$ cat src/design/ptwa_pkg.sv
// Shared types and constants for the peer table with aging.
`default_nettype none

package ptwa_pkg;

  localparam int unsigned TABLE_ENTRIES = 16;
  localparam int unsigned IDX_W = (TABLE_ENTRIES > 1) ? $clog2(TABLE_ENTRIES) : 1;
  localparam int unsigned CNT_W = IDX_W + 1;

  localparam int unsigned FUNC_W = 2;
  localparam int unsigned MAC_W = 48;
  localparam int unsigned TIME_W = 32;
  localparam int unsigned INTERVAL_W = 31;
  localparam int unsigned STATUS_W = 2;
  localparam int unsigned SLOT_W = 4;

  localparam logic [INTERVAL_W-1:0] INTERVAL_RESET = INTERVAL_W'(60000);

  typedef enum logic [FUNC_W-1:0] {
    FUNC_ADD    = 2'd0,
    FUNC_REMOVE = 2'd1,
    FUNC_PRUNE  = 2'd2,
    FUNC_FIND   = 2'd3
  } func_e;

  typedef enum logic [STATUS_W-1:0] {
    ST_OK        = 2'd0,
    ST_NOT_FOUND = 2'd1,
    ST_NO_FREE   = 2'd2
  } status_e;

  typedef enum logic [1:0] {
    S_IDLE,
    S_SCAN,
    S_COMMIT
  } state_e;

  // Commands from the controller to the datapath.
  typedef struct packed {
    logic capture;
    logic scan_step;
    logic commit;
  } cmd_t;

  // Status from the datapath to the controller.
  typedef struct packed {
    logic scan_done;
    logic out_free;
  } stat_t;

endpackage

`default_nettype wire

$ cat src/design/ptwa_ram.sv
// Generic single-write, single-read RAM with registered read data.
`default_nettype none

module ptwa_ram #(
  parameter int unsigned WIDTH = 8,
  parameter int unsigned DEPTH = 16
) (
  input  wire logic                                      clk_i,
  input  wire logic                                      we_i,
  input  wire logic [((DEPTH > 1) ? $clog2(DEPTH) : 1)-1:0] waddr_i,
  input  wire logic [WIDTH-1:0]                          wdata_i,
  input  wire logic [((DEPTH > 1) ? $clog2(DEPTH) : 1)-1:0] raddr_i,
  output logic      [WIDTH-1:0]                          rdata_o
);

  logic [WIDTH-1:0] mem_q [DEPTH];

  always_ff @(posedge clk_i) begin
    if (we_i) begin
      mem_q[waddr_i] <= wdata_i;
    end
    rdata_o <= mem_q[raddr_i];
  end

endmodule

`default_nettype wire

$ cat src/design/ptwa_ctrl.sv
// Controller state machine: sequences capture, table scan and commit.
`default_nettype none

module ptwa_ctrl (
  input  wire logic           clk_i,
  input  wire logic           rst_ni,
  input  wire logic           in_valid_i,
  output logic                in_stall_o,
  input  wire ptwa_pkg::stat_t stat_i,
  output ptwa_pkg::cmd_t      cmd_o
);
  import ptwa_pkg::*;

  state_e state_q, state_d;

  always_ff @(posedge clk_i or negedge rst_ni) begin
    if (!rst_ni) begin
      state_q <= S_IDLE;
    end else begin
      state_q <= state_d;
    end
  end

  always_comb begin
    state_d = state_q;
    case (state_q)
      S_IDLE: begin
        if (in_valid_i) state_d = S_SCAN;
      end
      S_SCAN: begin
        if (stat_i.scan_done) state_d = S_COMMIT;
      end
      S_COMMIT: begin
        if (stat_i.out_free) state_d = S_IDLE;
      end
      default: state_d = S_IDLE;
    endcase
  end

  always_comb begin
    cmd_o      = '0;
    in_stall_o = 1'b1;
    case (state_q)
      S_IDLE: begin
        in_stall_o    = 1'b0;
        cmd_o.capture = in_valid_i;
      end
      S_SCAN: begin
        cmd_o.scan_step = 1'b1;
      end
      S_COMMIT: begin
        cmd_o.commit = stat_i.out_free;
      end
      default: begin
        in_stall_o = 1'b1;
      end
    endcase
  end

endmodule

`default_nettype wire

$ cat src/design/ptwa_datapath.sv
// Datapath: table storage, scan compare, commit writes and output register.
`default_nettype none

module ptwa_datapath (
  input  wire logic                                clk_i,
  input  wire logic                                rst_ni,
  input  wire ptwa_pkg::cmd_t                      cmd_i,
  output ptwa_pkg::stat_t                          stat_o,
  input  wire logic [ptwa_pkg::FUNC_W-1:0]         func_i,
  input  wire logic [ptwa_pkg::MAC_W-1:0]          mac_address_i,
  input  wire logic [ptwa_pkg::TIME_W-1:0]         now_ms_i,
  input  wire logic                                cfg_we_i,
  input  wire logic [ptwa_pkg::INTERVAL_W-1:0]     cfg_data_i,
  output logic                                     out_valid_o,
  input  wire logic                                out_stall_i,
  output logic      [ptwa_pkg::STATUS_W-1:0]       status_o,
  output logic                                     hit_o,
  output logic      [ptwa_pkg::SLOT_W-1:0]         slot_o,
  output logic      [ptwa_pkg::TIME_W-1:0]         last_seen_ms_o
);
  import ptwa_pkg::*;

  // Captured transaction.
  func_e             func_q;
  logic [MAC_W-1:0]  mac_q;
  logic [TIME_W-1:0] now_q;

  logic [INTERVAL_W-1:0] interval_q;
  logic [TABLE_ENTRIES-1:0] valid_q;

  // Scan pipeline: read address counter and the index whose data is on the RAM outputs.
  logic [CNT_W-1:0] rd_cnt_q;
  logic             cmp_vld_q;
  logic [IDX_W-1:0] cmp_idx_q;

  logic             match_found_q;
  logic [IDX_W-1:0] match_idx_q;
  logic [TIME_W-1:0] match_seen_q;
  logic             free_found_q;
  logic [IDX_W-1:0] free_idx_q;

  logic [MAC_W-1:0]  mac_rdata;
  logic [TIME_W-1:0] seen_rdata;

  logic              out_valid_q;
  logic [STATUS_W-1:0] status_q;
  logic              hit_q;
  logic [SLOT_W-1:0] slot_q;
  logic [TIME_W-1:0] last_seen_q;

  logic             cmp_entry_valid;
  logic             cmp_match;
  logic [TIME_W-1:0] cmp_age;
  logic             cmp_expired;
  logic             rd_more;

  logic             mac_we;
  logic             seen_we;
  logic [IDX_W-1:0] wr_idx;

  logic [STATUS_W-1:0] res_status;
  logic                res_hit;
  logic [IDX_W-1:0]    res_idx;
  logic [TIME_W-1:0]   res_seen;
  logic [IDX_W+SLOT_W-1:0] res_idx_ext;

  ptwa_ram #(.WIDTH(MAC_W), .DEPTH(TABLE_ENTRIES)) u_mac_ram (
    .clk_i   (clk_i),
    .we_i    (mac_we),
    .waddr_i (wr_idx),
    .wdata_i (mac_q),
    .raddr_i (rd_cnt_q[IDX_W-1:0]),
    .rdata_o (mac_rdata)
  );

  ptwa_ram #(.WIDTH(TIME_W), .DEPTH(TABLE_ENTRIES)) u_seen_ram (
    .clk_i   (clk_i),
    .we_i    (seen_we),
    .waddr_i (wr_idx),
    .wdata_i (now_q),
    .raddr_i (rd_cnt_q[IDX_W-1:0]),
    .rdata_o (seen_rdata)
  );

  assign rd_more         = rd_cnt_q < CNT_W'(TABLE_ENTRIES);
  assign cmp_entry_valid = valid_q[cmp_idx_q];
  assign cmp_match       = cmp_entry_valid && (mac_rdata == mac_q);
  assign cmp_age         = now_q - seen_rdata;
  assign cmp_expired     = cmp_entry_valid && (cmp_age > {1'b0, interval_q});

  assign stat_o.scan_done = cmp_vld_q && (cmp_idx_q == IDX_W'(TABLE_ENTRIES - 1));
  assign stat_o.out_free  = !out_valid_q || !out_stall_i;

  // Commit decisions.
  always_comb begin
    mac_we     = 1'b0;
    seen_we    = 1'b0;
    wr_idx     = match_found_q ? match_idx_q : free_idx_q;
    res_status = ST_OK;
    res_hit    = 1'b0;
    res_idx    = '0;
    res_seen   = '0;
    case (func_q)
      FUNC_ADD: begin
        if (match_found_q) begin
          seen_we = cmd_i.commit;
          res_hit = 1'b1;
          res_idx = match_idx_q;
        end else if (free_found_q) begin
          mac_we  = cmd_i.commit;
          seen_we = cmd_i.commit;
          res_idx = free_idx_q;
        end else begin
          res_status = ST_NO_FREE;
        end
      end
      FUNC_REMOVE: begin
        if (match_found_q) begin
          res_hit = 1'b1;
          res_idx = match_idx_q;
        end else begin
          res_status = ST_NOT_FOUND;
        end
      end
      FUNC_PRUNE: begin
        res_status = ST_OK;
      end
      FUNC_FIND: begin
        if (match_found_q) begin
          res_hit  = 1'b1;
          res_idx  = match_idx_q;
          res_seen = match_seen_q;
        end else begin
          res_status = ST_NOT_FOUND;
        end
      end
      default: res_status = ST_OK;
    endcase
  end

  // Slot reports the index modulo 16.
  assign res_idx_ext = {{SLOT_W{1'b0}}, res_idx};

  always_ff @(posedge clk_i) begin
    if (cmd_i.capture) begin
      func_q <= func_e'(func_i);
      mac_q  <= mac_address_i;
      now_q  <= now_ms_i;
    end
    if (cmd_i.commit) begin
      status_q    <= res_status;
      hit_q       <= res_hit;
      slot_q      <= res_idx_ext[SLOT_W-1:0];
      last_seen_q <= res_seen;
    end
  end

  always_ff @(posedge clk_i or negedge rst_ni) begin
    if (!rst_ni) begin
      interval_q    <= INTERVAL_RESET;
      valid_q       <= '0;
      rd_cnt_q      <= '0;
      cmp_vld_q     <= 1'b0;
      cmp_idx_q     <= '0;
      match_found_q <= 1'b0;
      match_idx_q   <= '0;
      match_seen_q  <= '0;
      free_found_q  <= 1'b0;
      free_idx_q    <= '0;
      out_valid_q   <= 1'b0;
    end else begin
      if (cfg_we_i) begin
        interval_q <= cfg_data_i;
      end

      if (cmd_i.capture) begin
        rd_cnt_q      <= '0;
        cmp_vld_q     <= 1'b0;
        match_found_q <= 1'b0;
        free_found_q  <= 1'b0;
      end else if (cmd_i.scan_step) begin
        cmp_vld_q <= rd_more;
        if (rd_more) begin
          cmp_idx_q <= rd_cnt_q[IDX_W-1:0];
          rd_cnt_q  <= rd_cnt_q + CNT_W'(1);
        end
      end

      if (cmp_vld_q) begin
        if (cmp_match && !match_found_q) begin
          match_found_q <= 1'b1;
          match_idx_q   <= cmp_idx_q;
          match_seen_q  <= seen_rdata;
        end
        if (!cmp_entry_valid && !free_found_q) begin
          free_found_q <= 1'b1;
          free_idx_q   <= cmp_idx_q;
        end
        if ((func_q == FUNC_PRUNE) && cmp_expired) begin
          valid_q[cmp_idx_q] <= 1'b0;
        end
      end

      if (cmd_i.commit) begin
        if ((func_q == FUNC_ADD) && !match_found_q && free_found_q) begin
          valid_q[free_idx_q] <= 1'b1;
        end
        if ((func_q == FUNC_REMOVE) && match_found_q) begin
          valid_q[match_idx_q] <= 1'b0;
        end
      end

      if (cmd_i.commit) begin
        out_valid_q <= 1'b1;
      end else if (!out_stall_i) begin
        out_valid_q <= 1'b0;
      end
    end
  end

  assign out_valid_o    = out_valid_q;
  assign status_o       = status_q;
  assign hit_o          = hit_q;
  assign slot_o         = slot_q;
  assign last_seen_ms_o = last_seen_q;

endmodule

`default_nettype wire

$ cat src/design/peer_table_with_aging_unit.sv
// Top level of the peer table with aging: controller plus datapath.
`default_nettype none

// Peer table with aging. The block keeps a table of TABLE_ENTRIES peers keyed by a
// 48-bit MAC address, each with the millisecond time of its last heartbeat. Every
// input transaction carries an operation (add or refresh, remove, prune, find), a MAC
// and the current time, and yields exactly one result transaction. Each operation
// scans the whole table one entry per cycle through the registered read ports of
// the MAC and time memories, and an item occupies the block until its commit: it
// accepts the transaction, scans every entry, waits out the read latency of the
// last entry, then commits the table update and loads the result register. The
// result register decouples the two sides: the next input transaction is taken
// while a finished result still waits, and a commit waits only if the previous
// result has not yet been taken. Valid marks are cleared by reset, so the block
// accepts input right away. The prune interval register resets to 60000 ms and
// may be written whenever no transaction is in flight; an entry whose age, taken
// modulo 2^32, exceeds the interval is freed by prune. Where several valid
// entries match, the lowest index wins; slot reports the index modulo 16.
module peer_table_with_aging_unit (
  input  wire logic                                clk_i,
  input  wire logic                                rst_ni,

  input  wire logic                                in_valid_i,
  output logic                                     in_stall_o,
  input  wire logic [ptwa_pkg::FUNC_W-1:0]         func_i,
  input  wire logic [ptwa_pkg::MAC_W-1:0]          mac_address_i,
  input  wire logic [ptwa_pkg::TIME_W-1:0]         now_ms_i,

  output logic                                     out_valid_o,
  input  wire logic                                out_stall_i,
  output logic      [ptwa_pkg::STATUS_W-1:0]       status_o,
  output logic                                     hit_o,
  output logic      [ptwa_pkg::SLOT_W-1:0]         slot_o,
  output logic      [ptwa_pkg::TIME_W-1:0]         last_seen_ms_o,

  input  wire logic                                cfg_valid_i,
  output logic                                     cfg_ready_o,
  input  wire logic [ptwa_pkg::INTERVAL_W-1:0]     cfg_data_i
);
  import ptwa_pkg::*;

  cmd_t  cmd;
  stat_t stat;

  // The interval register takes a write in any cycle.
  assign cfg_ready_o = 1'b1;

  ptwa_ctrl u_ctrl (
    .clk_i      (clk_i),
    .rst_ni     (rst_ni),
    .in_valid_i (in_valid_i),
    .in_stall_o (in_stall_o),
    .stat_i     (stat),
    .cmd_o      (cmd)
  );

  ptwa_datapath u_datapath (
    .clk_i          (clk_i),
    .rst_ni         (rst_ni),
    .cmd_i          (cmd),
    .stat_o         (stat),
    .func_i         (func_i),
    .mac_address_i  (mac_address_i),
    .now_ms_i       (now_ms_i),
    .cfg_we_i       (cfg_valid_i && cfg_ready_o),
    .cfg_data_i     (cfg_data_i),
    .out_valid_o    (out_valid_o),
    .out_stall_i    (out_stall_i),
    .status_o       (status_o),
    .hit_o          (hit_o),
    .slot_o         (slot_o),
    .last_seen_ms_o (last_seen_ms_o)
  );

endmodule

`default_nettype wire

$ cat config.mk
export PLATFORM = sky130hd
export DESIGN_NAME = peer_table_with_aging_unit
export DESIGN_NICKNAME = d
export VERILOG_FILES = /design/src/design/ptwa_pkg.sv /design/src/design/ptwa_ram.sv /design/src/design/ptwa_ctrl.sv /design/src/design/ptwa_datapath.sv /design/src/design/peer_table_with_aging_unit.sv
export SDC_FILE = /design/constraint.sdc
export NUM_CORES = 2
export LEC_CHECK = 0
export BUFFER_PORTS_ARGS = -buffer_cell sky130_fd_sc_hd__buf_2
export CORE_MARGIN = 3
export CORE_UTILIZATION = 35
export DETAILED_ROUTE_END_ITERATION = 6
export HOLD_SLACK_MARGIN = 0.08
export PLACE_DENSITY = 0.61
export SLEW_MARGIN = 15
export SYNTH_ARGS = -nofsm -noshare
export SYNTH_HDL_FRONTEND = slang
export SYNTH_SLANG_ARGS = --single-unit
export TNS_END_PERCENT = 50
$ cat constraint.sdc
create_clock -name clk_i -period 7.2 [get_ports clk_i]
set_input_delay 1.08 -clock clk_i [delete_from_list [all_inputs] [get_ports clk_i]]
set_output_delay 1.08 -clock clk_i [all_outputs]
set_load 0.01 [all_outputs]
---- Word level (Yosys, flattened, before mapping) ----
Memories as Yosys holds them, arrays and structs flattened. A register that Yosys moved wholly into a read port is not among the register bits.
Index checks and enable logic that the tools add are counted.
storage, ports and cells
  flip-flop bits (word level) ............. 223
  memory bits (writable) .................. 1280
  bits of input ports ..................... 118
  memories kept ........................... 2
memories
  memory                       depth  width  read ports  clocked after memory_dff  wr ports  line            RTL
  u_datapath.u_mac_ram.mem_q   16     48     1           1                         1         ptwa_ram.sv:16  logic [WIDTH-1:0] mem_q [DEPTH];
  u_datapath.u_seen_ram.mem_q  16     32     1           1                         1         ptwa_ram.sv:16
cells by class
  $add $sub $neg .......................... 2
  $lt $le $gt $ge ......................... 8
  equality and inequality tests ........... 11
  muxes and demuxes ....................... 54
  bitwise gates (word level) .............. 6
  reductions and logical operators ........ 30
operators by type and width
  operator             number
  $mux 16              6
  $eq 48x48->1         1
  $and 16x16->16       2
  $gt 32x31->1         1
  $not 16->16          2
  $sub 32x32->32       1
  $mux 1               29
  $mux 4               4
  $or 16x16->16        1
  $lt 4x5->1 const B   3
  $mux 5               3
  $demux 1 s4          3
  $ge 4x1->1 const B   3
  $logic_and 1x1->1    12
  $pmux 2 s3           2
  $mux 2               5
  $pmux 4 s2           1
  $reduce_and 2->1     4
  $eq 2x2->1 const B   3
  $reduce_and 3->1     2
  $add 5x1->5 const B  1
  $logic_not 1->1      5
  $lt 5x5->1 const B   1
  $bmux 1 s4           1
  10 further kinds     15

---- Logic depth before layout (Yosys ltp) ----
  depth after elaboration ................. 14
  mapped depth ............................ 21
  mapped depth without buffers ............ 21

---- Hierarchy ----
A second synthesis with hierarchy kept.
second synthesis, totals
  cell total of the unflattened synthesis .. 3108
  area, all modules ....................... 60812.1 um^2
modules (own cells, without submodules)
  module                            times used  cells an instance  area each (um^2)  seq. area each (um^2)
  ptwa_ram (u_datapath.u_mac_ram)   1           1242               29691.0           24023.0
  ptwa_ram (u_datapath.u_seen_ram)  1           838                19854.0           16015.4
  ptwa_datapath                     1           1013               11136.9           6144.6
  ptwa_ctrl                         1           13                 118.9             50.0
  peer_table_with_aging_unit        1           2                  11.3              0.0

---- Worst setup path before layout ----
No wires, ideal clock.
  path kind ............................... input port to flip-flop
  start ................................... in out_stall_i
  end ..................................... mem u_datapath.u_mac_ram.mem_q[6][0] (netlist bit) (enable)
  setup time .............................. 513 ps
  arrival ................................. 5781 ps
  data required time ...................... 6687 ps
  setup slack ............................. 906 ps
  stages .................................. 5
  path through ............................ nand2_1 nand2b_1 inv_1 nand2_1 nor3_1
RTL lines
  item             line                              RTL
  start, declared  peer_table_with_aging_unit.sv:30  input wire logic out_stall_i,
  end, declared    ptwa_ram.sv:16

---- Worst setup path in the final report ----
  start ................................... reg u_datapath.now_q[0]
  end ..................................... reg u_datapath.valid_q[0]
between the ends
  cells in the longest elaborated chain, start to end .. 12
RTL lines
  item                             line                  RTL
  start, declared                  ptwa_datapath.sv:26   logic [TIME_W-1:0] now_q;
  start signal, assigned           ptwa_datapath.sv:148  now_q <= now_ms_i;
  $sub 32x32->32 (*)               ptwa_datapath.sv:88   assign cmp_age = now_q - seen_rdata;
  $gt 32x31->1 (*)                 ptwa_datapath.sv:89   assign cmp_expired = cmp_entry_valid && (cmp_age > {1'b0, interval_q});
  $logic_and 1x1->1 (*)            ptwa_datapath.sv:89
  $logic_and 1x1->1 (*)            ptwa_datapath.sv:199  if ((func_q == FUNC_PRUNE) && cmp_expired) begin
  $mux 16 (*)                      ptwa_datapath.sv:199
  $mux 16 (*)                      ptwa_datapath.sv:189  if (cmp_vld_q) begin
  $or 16x16->16 (no source line)   n/a
  $mux 16                          ptwa_datapath.sv:205  if ((func_q == FUNC_ADD) && !match_found_q && free_found_q) begin
  $mux 16                          ptwa_datapath.sv:204  if (cmd_i.commit) begin
  $and 16x16->16 (no source line)  n/a
  $mux 16                          ptwa_datapath.sv:208  if ((func_q == FUNC_REMOVE) && match_found_q) begin
  $mux 16 (*)                      ptwa_datapath.sv:204
  end signal, assigned by index    ptwa_datapath.sv:200  valid_q[cmp_idx_q] <= 1'b0;
  end signal, assigned by index    ptwa_datapath.sv:206  valid_q[free_idx_q] <= 1'b1;
  end signal, assigned by index    ptwa_datapath.sv:209  valid_q[match_idx_q] <= 1'b0;
  end, declared                    ptwa_datapath.sv:29   logic [TABLE_ENTRIES-1:0] valid_q;
Mark *: on every way between the ends. The rest lies on a longest branch, timed or not. The select of a mux whose other input is x is not followed.
A chain may end at the register's enable or synchronous reset.

==> impl_metrics.toml <==
[floorplanning]
die_x_um = 423
die-area_mm2 = 0.179
core_area_mm2 = 0.172
rows = 152
io-pin-count = 160
start_util_pct = 35.3
dieHeight_um = 423

[global_routing]
grt_pass1_wl_um = 211000
overflow = 0
grt_max_degree = 100
grt_antenna_before_repair = 17
grtUsageTotal_pct = 16.1
grt_pass1_vias = 29745

[setup_path]
arrival_ns = 6.28
cpPeakStageDelay_ns = 0.63
worstSetupPathType = "reg2reg"
worstReg2RegStart = "u_datapath.now_q[0]$_DFFE_PP_"
end_kind = "register"
cp_slowest_cell = "edfxtp_1"
startpoint = "u_datapath.now_q[0]$_DFFE_PP_"
critPathLaunchType = "register"
crit_chain = "inv_1 > ha_1 > inv_1 > fa_1 > a21o_1 > a311oi_1 > or4_1 > a21boi_0 > o21ai_0 > a21oi_1 > a211o_1 > xor2_1 > ha_1 > nand3_1 > nor4_1 > o21ai_0 > a31o_2 > a31o_2 > a2111oi_4 > a21oi_1"
reg2reg_setup_slack_ns = 1.58
crit_fanout = 17
cp_data_required_time_ns = 7.85
cp-endpoint = "u_datapath.valid_q[0]$_DFF_PN0_"
r2r_cells = 20
worst-path-buf-inv = 2
crit_family = "compound AO/OA/AOI/OAI gates"
r2r-end = "u_datapath.valid_q[0]$_DFF_PN0_"
path_depth = 20

[placement]
placed_area_mm2 = 0.0648
port_buffers = 158
routabilityCongestion = 0.831
hpwl_um = 79800

[routing]
routed-via-count = 28948
routedWlPerCell_um = 25.6
post-route-drc-count = 1
avgViaCountPerCell = 5.16
wirelength_um = 144000
drtAntennaViolNets = 0
drt_pass1_iterations = 7
drt_iter0_markers = 2865

[sta]
rsz0062_at_grt = "no"
final.setup_skew_ns = 0.0558
timing.slew.headroom_pct = 23.4
final.period_utilization_pct = 78.1
worstMarginPinSlew_ns = 1.15
finalHoldViolCount = 0
tns_ns = 0
setup_viol_count_final = 0
final_max_slew_viol_count = 0
min_period_ns = 5.62
fmax_ghz = 0.178

[synth]
yosysSeqAreaShare_pct = 76.0
netlist_instances = 2895
yosysWarnings = 0
ys_types = 69
avgSynthCellArea_um2 = 21.0
ys_ff_latch = 1583
syn_nets = 3077
async_flop_share_pct = 6.44
synth_edf_count = 1401
synth_area_mm2 = 0.0608
synth_top_flop_cell = "edfxtp_1"

[clock_tree]
cts_buffers = 163
cts_max_level = 4
cts_max_path_buffers = 3
root_buffer = "clkbuf_16"
clkTransAtPathRegs_ns = 0.06
cts_sinks = 1583
hold_buffers = 0
clkLatencyLatePin_ns = 0.82
post_cts_buffers = 0
ctsResizeCount = 0
cts_tree = "built"

[outcome]
status = "finished, violations left"
violations = "DRC"

[pwr]
p_per_area_mw_per_mm2 = 367
leakagePower_uw = 0.0229
vdd_ir_drop_max_mv = 0.358

[run]
cap_violations = 0

[finish]
final_common_cell = "edfxtp_1"
layout-drive-gt1-share_pct = 29.0
final_cell_mix = "edfxtp_1, mux4_2, clkbuf_16, buf_2, nand2_1"
fin_nets = 3347
final_area_mm2 = 0.0702
areaGrowthSynthToFinish_pct = 15.5
n_fill_cell = 15073

[hold_path]
worstHoldPathType = "in2async"
==> layer usage <==
metal / track usage, % / share of wire [%] / vias up
li1: - / - / 12369
met1: 22.4 / 43 / 15483
met2: 26.6 / 50 / 907
met3: 2.37 / 5.1 / 187
met4: 4.18 / 1.9 / 2
met5: 0 / 0.0091 / -
==> layout make-up <==
| cell class | count | area, um^2 | area share [%] |
|---|---|---|---|
| antenna | 2 | 5.00 | 0.00713 |
| clock buffer | 223 | 4480 | 6.39 |
| multi-input combinational | 1113 | 14100 | 20.0 |
| inverter | 78 | 293 | 0.417 |
| sequential | 1583 | 46200 | 65.9 |
| timing repair buffer | 226 | 1340 | 1.91 |
| clock inverter | 80 | 888 | 1.27 |
| tap | 2310 | 2890 | 4.12 |
==> kinds of logic (layout without fill, tap and decap cells) <==
group	count (synthesis)	in the layout	synth area share, %
DFF	1583	1583	76.0
muxes	417	417	15.2
other	1	3	0.00617
adders and majority gates	64	64	1.33
and+or+nand+nor	334	334	2.66
AOI/OAI and AO/OA	227	227	2.51
xor gates and xnor gates	70	70	1.01
buffers and inverters	199	607	1.24
==> registers in the layout (all words and copies together), names as in the netlist, 4 cells and up <==
name                           count
u_datapath.free_idx_q              4
u_datapath.u_mac_ram.rdata_o      48
u_datapath.rd_cnt_q                5
u_datapath.last_seen_ms_o         32
u_datapath.cmp_idx_q               4
u_datapath.slot_o                  4
u_datapath.u_seen_ram.mem_q      512
u_datapath.valid_q                16
u_datapath.u_mac_ram.mem_q       768
u_datapath.now_q                  32
u_datapath.match_seen_q           32
u_datapath.mac_q                  48
u_datapath.u_seen_ram.rdata_o     32
u_datapath.match_idx_q             4
u_datapath.interval_q             31
==> synthesized netlist by cell type, types with 4 or more instances <==
| library cell | number | share of area, % |
|---|---|---|
| xnor2_1 | 36 | 0.52 |
| and3_1 | 6 | 0.062 |
| a21o_1 | 16 | 0.20 |
| nand4_1 | 15 | 0.15 |
| ha_1 | 63 | 1.3 |
| o21bai_1 | 6 | 0.074 |
| xor2_1 | 34 | 0.49 |
| nor2_1 | 82 | 0.51 |
| nand2_1 | 103 | 0.64 |
| a31oi_1 | 6 | 0.062 |
| nand3_1 | 16 | 0.13 |
| nor3_1 | 15 | 0.12 |
| a21oi_1 | 52 | 0.43 |
| a21boi_0 | 4 | 0.049 |
| clkbuf_1 | 92 | 0.57 |
| nor3b_1 | 5 | 0.062 |
| dfxtp_1 | 80 | 2.6 |
| and2_1 | 34 | 0.35 |
| edfxtp_1 | 1401 | 69 |
| buf_1 | 27 | 0.17 |
| nor2b_1 | 9 | 0.093 |
| o21ai_0 | 79 | 0.65 |
| dfrtp_1 | 95 | 3.9 |
| or3_1 | 5 | 0.051 |
| o32ai_1 | 4 | 0.058 |
| o21a_1 | 6 | 0.074 |
| a2111oi_4 | 5 | 0.23 |
| or2_2 | 9 | 0.093 |
| inv_1 | 77 | 0.48 |
| dfstp_2 | 7 | 0.30 |
| mux4_2 | 405 | 15 |
| o22ai_1 | 14 | 0.14 |
| nand2b_1 | 14 | 0.14 |
| mux2_2 | 10 | 0.19 |
| nor4_1 | 12 | 0.12 |
==> worst reg2reg max path, stage by stage, from the launching register on <==
cell and delay, ns:
edfxtp_1 0.63, inv_1 0.15, ha_1 0.17, inv_1 0.05, fa_1 0.40, a21o_1 0.20
a311oi_1 0.46, or4_1 0.26, a21boi_0 0.13, o21ai_0 0.28, a21oi_1 0.13, a211o_1 0.29
xor2_1 0.15, ha_1 0.30, nand3_1 0.12, nor4_1 0.41, o21ai_0 0.17, a31o_2 0.26
a31o_2 0.35, a2111oi_4 0.44, a21oi_1 0.13
==> stage by stage <==
stage / hold slack [ns] / util (%) / setup slack, ns / std cells / total power (uW)
2_1_floorplan: 0.442 / - / 0.906 / 2895 / 16000
3_3_place_gp: 0.461 / 37.7 / 1.73 / 5310 / 17700
3_5_place_dp: 0.467 / 37.7 / 1.63 / 5310 / 17700
4_1_cts: 0.351 / 40.8 / 1.62 / 5613 / 26100
5_1_grt: 0.395 / 40.8 / 1.18 / 5615 / 27000
6_report: 0.382 / 40.8 / 1.58 / 5615 / 25800
==> how the worst min path moves through the flow <==
stage,depth (start not counted),slack (ns),end,startpoint
after floorplan,2,0.44,u_datapath.match_seen_q[10]$_DFFE_PN0P_,u_datapath.match_seen_q[10]$_DFFE_PN0P_
after global placement,2,0.46,u_datapath.match_seen_q[25]$_DFFE_PN0P_,u_datapath.match_seen_q[25]$_DFFE_PN0P_
after detailed placement,2,0.47,u_datapath.match_seen_q[25]$_DFFE_PN0P_,u_datapath.match_seen_q[25]$_DFFE_PN0P_
after CTS,1,0.35,u_datapath.match_seen_q[15]$_DFFE_PN0P_,rst_ni
after global routing,1,0.39,u_datapath.mac_q[7]$_DFFE_PP_,mac_address_i[7]
final,1,0.38,u_datapath.match_seen_q[15]$_DFFE_PN0P_,rst_ni
==> where the power goes <==
| group | internal, uW | leakage, uW | switching, uW | total (uW) |
|---|---|---|---|---|
| sequential | 10600 | 0.0146 | 662 | 11200 |
| clock | 4730 | 0.00261 | 3600 | 8330 |
| combinational | 3160 | 0.00569 | 3050 | 6210 |
Power figures use the tool's default switching activity.
